--- src/rtl/lis_pkg.sv ---
`timescale 1ns / 1ps
// ----------------------------------------------------------------------------
// lis_pkg
// Shared types and constants of the laser ignition sequencer: phase codes,
// register indexes, configuration and sequence state bundles.
// ----------------------------------------------------------------------------
package lis_pkg;

  typedef enum logic [1:0] {
    PH_PULSE = 2'd0,
    PH_PAUSE = 2'd1,
    PH_POLL  = 2'd2,
    PH_DONE  = 2'd3
  } lis_phase_t;

  localparam int unsigned CFG_ADDR_W = 3;
  localparam int unsigned CFG_DATA_W = 31;

  localparam logic [CFG_ADDR_W-1:0] CFG_PULSE_TICKS   = 3'd0;
  localparam logic [CFG_ADDR_W-1:0] CFG_PAUSE_TICKS   = 3'd1;
  localparam logic [CFG_ADDR_W-1:0] CFG_POLL_TICKS    = 3'd2;
  localparam logic [CFG_ADDR_W-1:0] CFG_SUM_THRESHOLD = 3'd3;
  localparam logic [CFG_ADDR_W-1:0] CFG_MAX_ATTEMPTS  = 3'd4;

  localparam logic [23:0] RST_PULSE_TICKS   = 24'd100;
  localparam logic [23:0] RST_PAUSE_TICKS   = 24'd1000;
  localparam logic [23:0] RST_POLL_TICKS    = 24'd1000;
  localparam logic [30:0] RST_SUM_THRESHOLD = 31'd10000;
  localparam logic [7:0]  RST_MAX_ATTEMPTS  = 8'd8;

  localparam logic [30:0] SUM_MAX = 31'h7FFF_FFFF;

  typedef struct packed {
    logic [23:0] pulse_ticks;
    logic [23:0] pause_ticks;
    logic [23:0] poll_ticks;
    logic [30:0] sum_threshold;
    logic [7:0]  max_attempts;
  } lis_cfg_t;

  typedef struct packed {
    logic       req;
    logic       running;
    lis_phase_t phase;
    logic       armed;
    logic [7:0] attempts;
    logic [30:0] sum;
    logic       lased;
    logic       pulse;
  } lis_state_t;

endpackage

--- src/rtl/lis_step.sv ---
`timescale 1ns / 1ps
// ----------------------------------------------------------------------------
// lis_step
// Next-state logic of one control tick: request latch, phase entry and
// countdown, saturating magnitude sum, retry decision and abort.
// ----------------------------------------------------------------------------
module lis_step #(
  parameter int TICK_BITS = 24
) (
  input  lis_pkg::lis_cfg_t   cfg,
  input  lis_pkg::lis_state_t st,
  input  logic [TICK_BITS-1:0] tick,
  input  logic                start_req,
  input  logic                stop_req,
  input  logic signed [31:0]  vib_diff,
  output lis_pkg::lis_state_t st_nxt,
  output logic [TICK_BITS-1:0] tick_nxt,
  output logic                done
);

  lis_pkg::lis_phase_t  ph_cur;
  logic [TICK_BITS-1:0] len;
  logic [TICK_BITS-1:0] tick_dec;
  logic [31:0]          mag;
  logic [32:0]          sum_add;
  logic [30:0]          sum_sat;
  logic [7:0]           att_dec;

  // phase in effect at the start of this tick, a fresh start begins with the pulse
  assign ph_cur = ((start_req || st.req) && !st.running) ? lis_pkg::PH_PULSE : st.phase;

  // phase length of the current phase, sized to the counter
  always_comb begin
    case (ph_cur)
      lis_pkg::PH_PULSE: len = TICK_BITS'(cfg.pulse_ticks);
      lis_pkg::PH_PAUSE: len = TICK_BITS'(cfg.pause_ticks);
      default:           len = TICK_BITS'(cfg.poll_ticks);
    endcase
  end

  assign tick_dec = tick - TICK_BITS'(1);
  // magnitude; the most negative sample maps to 2^31
  assign mag      = vib_diff[31] ? (~vib_diff + 32'd1) : vib_diff;
  assign sum_add  = {2'b00, st.sum} + {1'b0, mag};
  assign sum_sat  = (sum_add[32] || sum_add[31]) ? lis_pkg::SUM_MAX : sum_add[30:0];

  always_comb begin
    st_nxt   = st;
    tick_nxt = tick;
    done     = 1'b0;
    att_dec  = 8'd0;

    if (start_req) begin
      st_nxt.req = 1'b1;
    end

    if (st_nxt.req) begin
      if (!st.running) begin
        st_nxt.attempts = cfg.max_attempts;
        st_nxt.armed    = 1'b0;
        st_nxt.phase    = lis_pkg::PH_PULSE;
        st_nxt.running  = 1'b1;
      end

      if (st_nxt.phase != lis_pkg::PH_DONE) begin
        if (!st_nxt.armed) begin
          // phase entry tick
          tick_nxt     = len;
          st_nxt.armed = 1'b1;
          if (st_nxt.phase == lis_pkg::PH_PULSE) begin
            st_nxt.pulse = 1'b1;
          end
          if (st_nxt.phase == lis_pkg::PH_POLL) begin
            st_nxt.sum = 31'd0;
          end
        end else begin
          if (st_nxt.phase == lis_pkg::PH_POLL) begin
            st_nxt.sum = sum_sat;
          end
          tick_nxt = tick_dec;
          if (tick_dec == '0) begin
            st_nxt.armed = 1'b0;
            st_nxt.phase = lis_pkg::lis_phase_t'(st_nxt.phase + 2'd1);
            if (st_nxt.phase == lis_pkg::PH_PAUSE) begin
              st_nxt.pulse = 1'b0;
            end else if (st_nxt.phase == lis_pkg::PH_DONE) begin
              if (st_nxt.sum >= cfg.sum_threshold) begin
                st_nxt.lased = 1'b1;
              end else begin
                att_dec = (st_nxt.attempts != 8'd0) ? (st_nxt.attempts - 8'd1) : 8'd0;
                st_nxt.attempts = att_dec;
                if (att_dec != 8'd0) begin
                  st_nxt.phase = lis_pkg::PH_PULSE;
                end
              end
            end
          end
        end
      end else begin
        st_nxt.armed = 1'b0;
      end

      if (!st_nxt.armed && st_nxt.phase == lis_pkg::PH_DONE) begin
        st_nxt.req     = 1'b0;
        st_nxt.running = 1'b0;
        st_nxt.pulse   = 1'b0;
        done           = 1'b1;
      end
    end

    // abort
    if (stop_req) begin
      st_nxt.running = 1'b0;
      st_nxt.req     = 1'b0;
      st_nxt.pulse   = 1'b0;
      st_nxt.armed   = 1'b0;
      st_nxt.lased   = 1'b0;
    end
  end

endmodule

--- src/rtl/laser_ignition_sequencer.sv ---
`timescale 1ns / 1ps
// ----------------------------------------------------------------------------
// laser_ignition_sequencer
// Laser start-up sequencer: ignition pulse, pause and polling window with
// retries, one control tick per input transaction.
// ----------------------------------------------------------------------------
// Each input transaction is one control tick and yields exactly one result
// transaction. The block takes one transaction per clock: the whole tick is
// evaluated combinationally between the sequence state registers and the
// output register, and the result appears on the clock after acceptance.
// A new transaction is taken while the output register is empty or being
// drained, so throughput is one per clock whenever out_ready stays high.
// Configuration registers may be written only while no transaction is in
// flight.
module laser_ignition_sequencer #(
  parameter int TICK_BITS = 24
) (
  input  logic                              clk,
  input  logic                              rst_n,
  input  logic                              cfg_we,
  input  logic [lis_pkg::CFG_ADDR_W-1:0]    cfg_addr,
  input  logic [lis_pkg::CFG_DATA_W-1:0]    cfg_wdata,
  input  logic                              in_valid,
  output logic                              in_ready,
  input  logic                              in_start_req,
  input  logic                              in_stop_req,
  input  logic signed [31:0]                in_vib_diff,
  output logic                              out_valid,
  input  logic                              out_ready,
  output logic                              out_lightup_drive,
  output logic                              out_backlight_drive,
  output logic                              out_sequence_active,
  output logic                              out_lasing,
  output logic [7:0]                        out_attempts_left,
  output logic [1:0]                        out_phase,
  output logic                              out_done_res
);

  lis_pkg::lis_cfg_t    cfg_r;
  lis_pkg::lis_state_t  st_r;
  lis_pkg::lis_state_t  st_nxt;
  logic [TICK_BITS-1:0] tick_r;
  logic [TICK_BITS-1:0] tick_nxt;
  logic                 done_nxt;
  logic                 out_valid_r;
  logic                 done_r;
  logic                 in_acc;

  assign in_ready  = !out_valid_r || out_ready;
  assign in_acc    = in_valid && in_ready;
  assign out_valid = out_valid_r;

  // configuration registers
  always_ff @(posedge clk) begin
    if (!rst_n) begin
      cfg_r.pulse_ticks   <= lis_pkg::RST_PULSE_TICKS;
      cfg_r.pause_ticks   <= lis_pkg::RST_PAUSE_TICKS;
      cfg_r.poll_ticks    <= lis_pkg::RST_POLL_TICKS;
      cfg_r.sum_threshold <= lis_pkg::RST_SUM_THRESHOLD;
      cfg_r.max_attempts  <= lis_pkg::RST_MAX_ATTEMPTS;
    end else if (cfg_we) begin
      case (cfg_addr)
        lis_pkg::CFG_PULSE_TICKS:   cfg_r.pulse_ticks   <= cfg_wdata[23:0];
        lis_pkg::CFG_PAUSE_TICKS:   cfg_r.pause_ticks   <= cfg_wdata[23:0];
        lis_pkg::CFG_POLL_TICKS:    cfg_r.poll_ticks    <= cfg_wdata[23:0];
        lis_pkg::CFG_SUM_THRESHOLD: cfg_r.sum_threshold <= cfg_wdata[30:0];
        lis_pkg::CFG_MAX_ATTEMPTS:  cfg_r.max_attempts  <= cfg_wdata[7:0];
        default: ;
      endcase
    end
  end

  lis_step #(
    .TICK_BITS (TICK_BITS)
  ) u_step (
    .cfg       (cfg_r),
    .st        (st_r),
    .tick      (tick_r),
    .start_req (in_start_req),
    .stop_req  (in_stop_req),
    .vib_diff  (in_vib_diff),
    .st_nxt    (st_nxt),
    .tick_nxt  (tick_nxt),
    .done      (done_nxt)
  );

  // sequence state
  always_ff @(posedge clk) begin
    if (!rst_n) begin
      st_r   <= '0;
      tick_r <= '0;
    end else if (in_acc) begin
      st_r   <= st_nxt;
      tick_r <= tick_nxt;
    end
  end

  // output register
  always_ff @(posedge clk) begin
    if (!rst_n) begin
      out_valid_r <= 1'b0;
    end else if (in_acc) begin
      out_valid_r <= 1'b1;
    end else if (out_ready) begin
      out_valid_r <= 1'b0;
    end
  end

  always_ff @(posedge clk) begin
    if (in_acc) begin
      done_r <= done_nxt;
    end
  end

  // result fields follow the registered state of the last tick
  assign out_lightup_drive   = st_r.pulse;
  assign out_backlight_drive = st_r.running;
  assign out_sequence_active = st_r.running;
  assign out_lasing          = st_r.lased;
  assign out_attempts_left   = st_r.attempts;
  assign out_phase           = st_r.phase;
  assign out_done_res        = done_r;

endmodule

--- config.mk ---
export PLATFORM = sky130hd
export DESIGN_NAME = laser_ignition_sequencer
export DESIGN_NICKNAME = d
export VERILOG_FILES = /design/src/rtl/lis_pkg.sv /design/src/rtl/lis_step.sv /design/src/rtl/laser_ignition_sequencer.sv
export SDC_FILE = /design/constraint.sdc
export NUM_CORES = 1
export LEC_CHECK = 0
export BUFFER_PORTS_ARGS = -buffer_cell sky130_fd_sc_hd__buf_2
export CELL_PAD_IN_SITES_DETAIL_PLACEMENT = 0
export CELL_PAD_IN_SITES_GLOBAL_PLACEMENT = 2
export CORE_MARGIN = 2
export CORE_UTILIZATION = 33
export CTS_BUF_LIST = sky130_fd_sc_hd__clkbuf_4 sky130_fd_sc_hd__clkbuf_8
export CTS_CLUSTER_SIZE = 20
export DETAILED_ROUTE_END_ITERATION = 16
export GPL_TIMING_DRIVEN = 0
export PLACE_DENSITY = 0.79
export SYNTH_ARGS = -nofsm -noshare
export SYNTH_HDL_FRONTEND = slang
export SYNTH_SLANG_ARGS = --single-unit
--- constraint.sdc ---
create_clock -name clk -period 6.65 [get_ports clk]
set_clock_uncertainty 0.2 [all_clocks]
set_input_delay 0.3325 -clock clk [delete_from_list [all_inputs] [get_ports clk]]
set_output_delay 0.3325 -clock clk [all_outputs]
set_load 0.05 [all_outputs]
==> metrics.cfg <==
[run_status]
status = complete, but fails checks
violations = setup timing

[synthesis]
synthMuxAreaShare_pct = 1.41
ys_warn_count = 0
synth_seq_cells = 183
synth_flop_cell = dfxtp_1
syn-instance-count = 1668
syn_area_per_cell_um2 = 7.19
synthesis.area_um2 = 12000
ys_async_sr_fraction_pct = 0
yosysSeqAreaShare_pct = 30.6
syn_nets = 1811
synthAdderAreaFrac_pct = 7.37
synth_edf_count = 1
synth_compound_area_share_pct = 24.4
synth_top_family_by_area = simple AND/OR/NAND/NOR gates
synth_area_leader_cell = dfxtp_1
synth_xor_xnor_area_share_pct = 4.02
synth-simple-area-share_pct = 26.0
yosysTopAreaCellShare_pct = 30.4
synth_area_leaders = dfxtp_1 30%, nand2_1 10%, a21oi_1 8.0%
synth.distinct_cells = 71

[sta]
hold_viol = 0
min_period_over_period_pct = 103
setup_violations = 11
fin_crit_ps = 6820
fin_setup_tns_ps = -1090
rsz0062_at_grt = yes
worst_pin_slew_ps = 912
slew-limit-headroom_pct = 38.8
worst_slack_ps = -167
max_freq_mhz = 147
finalMaxSlewViolations = 0

[final_layout]
layout.nets = 1973
drive_gt1_share_pct = 13.6
diodes = 0
final_cells = 2304
areaGrowthSynthToFinish_pct = 21.6

[cts]
cts_sinks = 183
clkTransAtPathRegs_ps = 100
cts_tree = done
htree_levels = 4
cts.path.max_buffers = 2
clk_latency_ps = 490
cts_buffers = 17
root_buffer = clkbuf_8

[grt]
grt-ovfl-total = 0
antenna_found_initial = 0
grt_pass1_vias = 12000
grt_max_degree = 17
grt_pass1_wl_um = 69200
grt_usage_pct = 23.3

[detailed_routing]
final_antenna_net_count = 0
drc = 0
first_pass_iters = 7
post_drt_wl_per_cell_um = 19.3
totalWireLength_um = 44400
num_vias = 12500
drt_iter0_markers = 825
viasPerCell = 5.44

[flow_run]
maxCapViolations = 0

[placement]
placed_cells = 2216
globalplace.congestion = 0.873
place_hpwl_um = 33500
portBuffers = 87
preCtsSetupSlack_ps = -1680

[die]
rows = 69
io_pins = 90
core_area_um2 = 35700
fp.dieH_um = 195
die_w_um = 195
initial_core_util_pct = 33.6
dieArea_um2 = 37900

[pwr]
ir_drop_mv = 0.100
total_leakage_power_nw = 5.50
p_per_area_nw_per_um2 = 178

[critical_path]
cp_max_fo = 5
worstSetupPathType = input port to flop
critPathArrivalTime_ps = 7000
end_kind = flop
worstSetupStartpointType = input port
crit_required_ps = 6830

[min_path]
worstHoldPathType = input port to flop

==> routing by layer <==
metal  vias up  routed length (um)  track usage (%)
met5         -                   0                0
met1      5941               20200             30.5
met3        59                1590             2.45
li1       6250                   -                -
met4         0                1100             7.01
met2       275               21500             40.5
==> report_power, final <==
part / leakage (nW) / internal, W / switching (W)
Clock: 0.256 / 0.000539 / 0.000458
Sequential: 1.48 / 0.00112 / 0.0000187
Combinational: 3.76 / 0.000164 / 0.000295
Total: 5.50 / 0.00182 / 0.000771
==> placed cells by master (no fill, tap or decap), types with 10 or more instances in the layout <==
master / instances
buf_2: 88
buf_4: 28
nor2_1: 115
nand4_1: 12
nor3_2: 10
dfxtp_1: 182
nor4_1: 10
ha_1: 68
o211ai_1: 14
o22ai_1: 27
xnor2_1: 49
nand3_1: 44
a21oi_1: 183
inv_1: 63
or3_1: 12
dlygate4sd3_1: 33
clkbuf_8: 19
a211oi_1: 14
o21ai_0: 114
and3_1: 11
nand2_1: 327
clkbuf_1: 91
o31ai_1: 17
a21o_1: 12
nor3_1: 39
==> logic make-up (layout without fill, tap and decap cells) <==
| kind of cell | after synthesis | in the layout |
|---|---|---|
| compound gates | 489 | 489 |
| xor+xnor | 55 | 55 |
| fa+ha+maj | 70 | 70 |
| buf+inv | 180 | 355 |
| flops | 183 | 183 |
| mux | 16 | 16 |
| simple gates | 675 | 675 |
==> cells in the mapped netlist (21+ instances only) <==
library cell,number
nand2_1,328
ha_1,69
o22ai_1,27
a21oi_1,191
o21ai_0,120
inv_1,63
o31ai_1,21
nor3_1,56
nor2_1,116
xnor2_1,49
clkbuf_1,98
nand3_1,46
dfxtp_1,182
==> sequential cells by signal (all words and copies together) (netlist names) <==
register,cells
out_lightup_drive,1
st_r,33
tick_r,24
out_done_res,1
out_lasing,1
out_valid,1
out_backlight_drive,1
out_attempts_left,8
out_phase,2
cfg_r,111
==> area by class of cell <==
cell class	count	area (um^2)
multi-input combinational	1305	8030
inverter	64	240
sequential	183	3670
clock buffer	19	249
buffer	116	559
timing repair buffer	143	983
tap	461	577
clock inverter	13	268
fill	3816	21100
==> per-stage QoR <==
step	util, %	total power (W)	cell area (um^2)	hold WS (ps)
after floorplan	-	0.00144	12100	233
after global placement	36.8	0.00159	13100	239
after detailed placement	36.8	0.00159	13100	246
after CTS	40.8	0.00261	14500	75.0
after global routing	40.9	0.00270	14600	111
final	40.9	0.00260	14600	85.6
==> path summary, 6_finish.rpt <==
path	start	endpoint	slack [ps]	cells after the start
worst max-delay path	in_vib_diff[4]	out_attempts_left[7]	-170	27
worst min-delay path	in_stop_req	st_r[41]	90	4
worst max register to register	out_backlight_drive	out_attempts_left[7]	80	20
worst min register to register	cfg_r[94]	cfg_r[94]	260	2
==> worst max-delay path, stage by stage <==
cell and delay [ps]:
buf_6 90, or4_4 550, nor4_4 240, nand2_2 130, or4_1 480, o21ai_1 170
xnor2_1 170, ha_1 330, nand2_1 100, o21ai_2 80, a211oi_2 320, nand4_1 220
a221o_1 420, o31ai_4 380, buf_4 170, buf_4 90, mux2_2 350, o32a_1 300
ha_1 300, and4_1 250, a221oi_2 270, o21ai_2 130, nor2_4 160, and4_4 270
or4b_4 470, nand4_1 100, o211ai_1 90
==> timing repair <==
| action | in CTS | in global routing |
|---|---|---|
| buffers inserted | 17 | 1 |
| hold buffers | 33 | 0 |
| resized for setup | 79 | 10 |
| endpoints found under the setup margin | 15 | 15 |
| gates cloned | 4 | 0 |
| pin swaps | 46 | 6 |
| hold endpoints to repair | 105 | 0 |
Power figures use the tool's default switching activity.
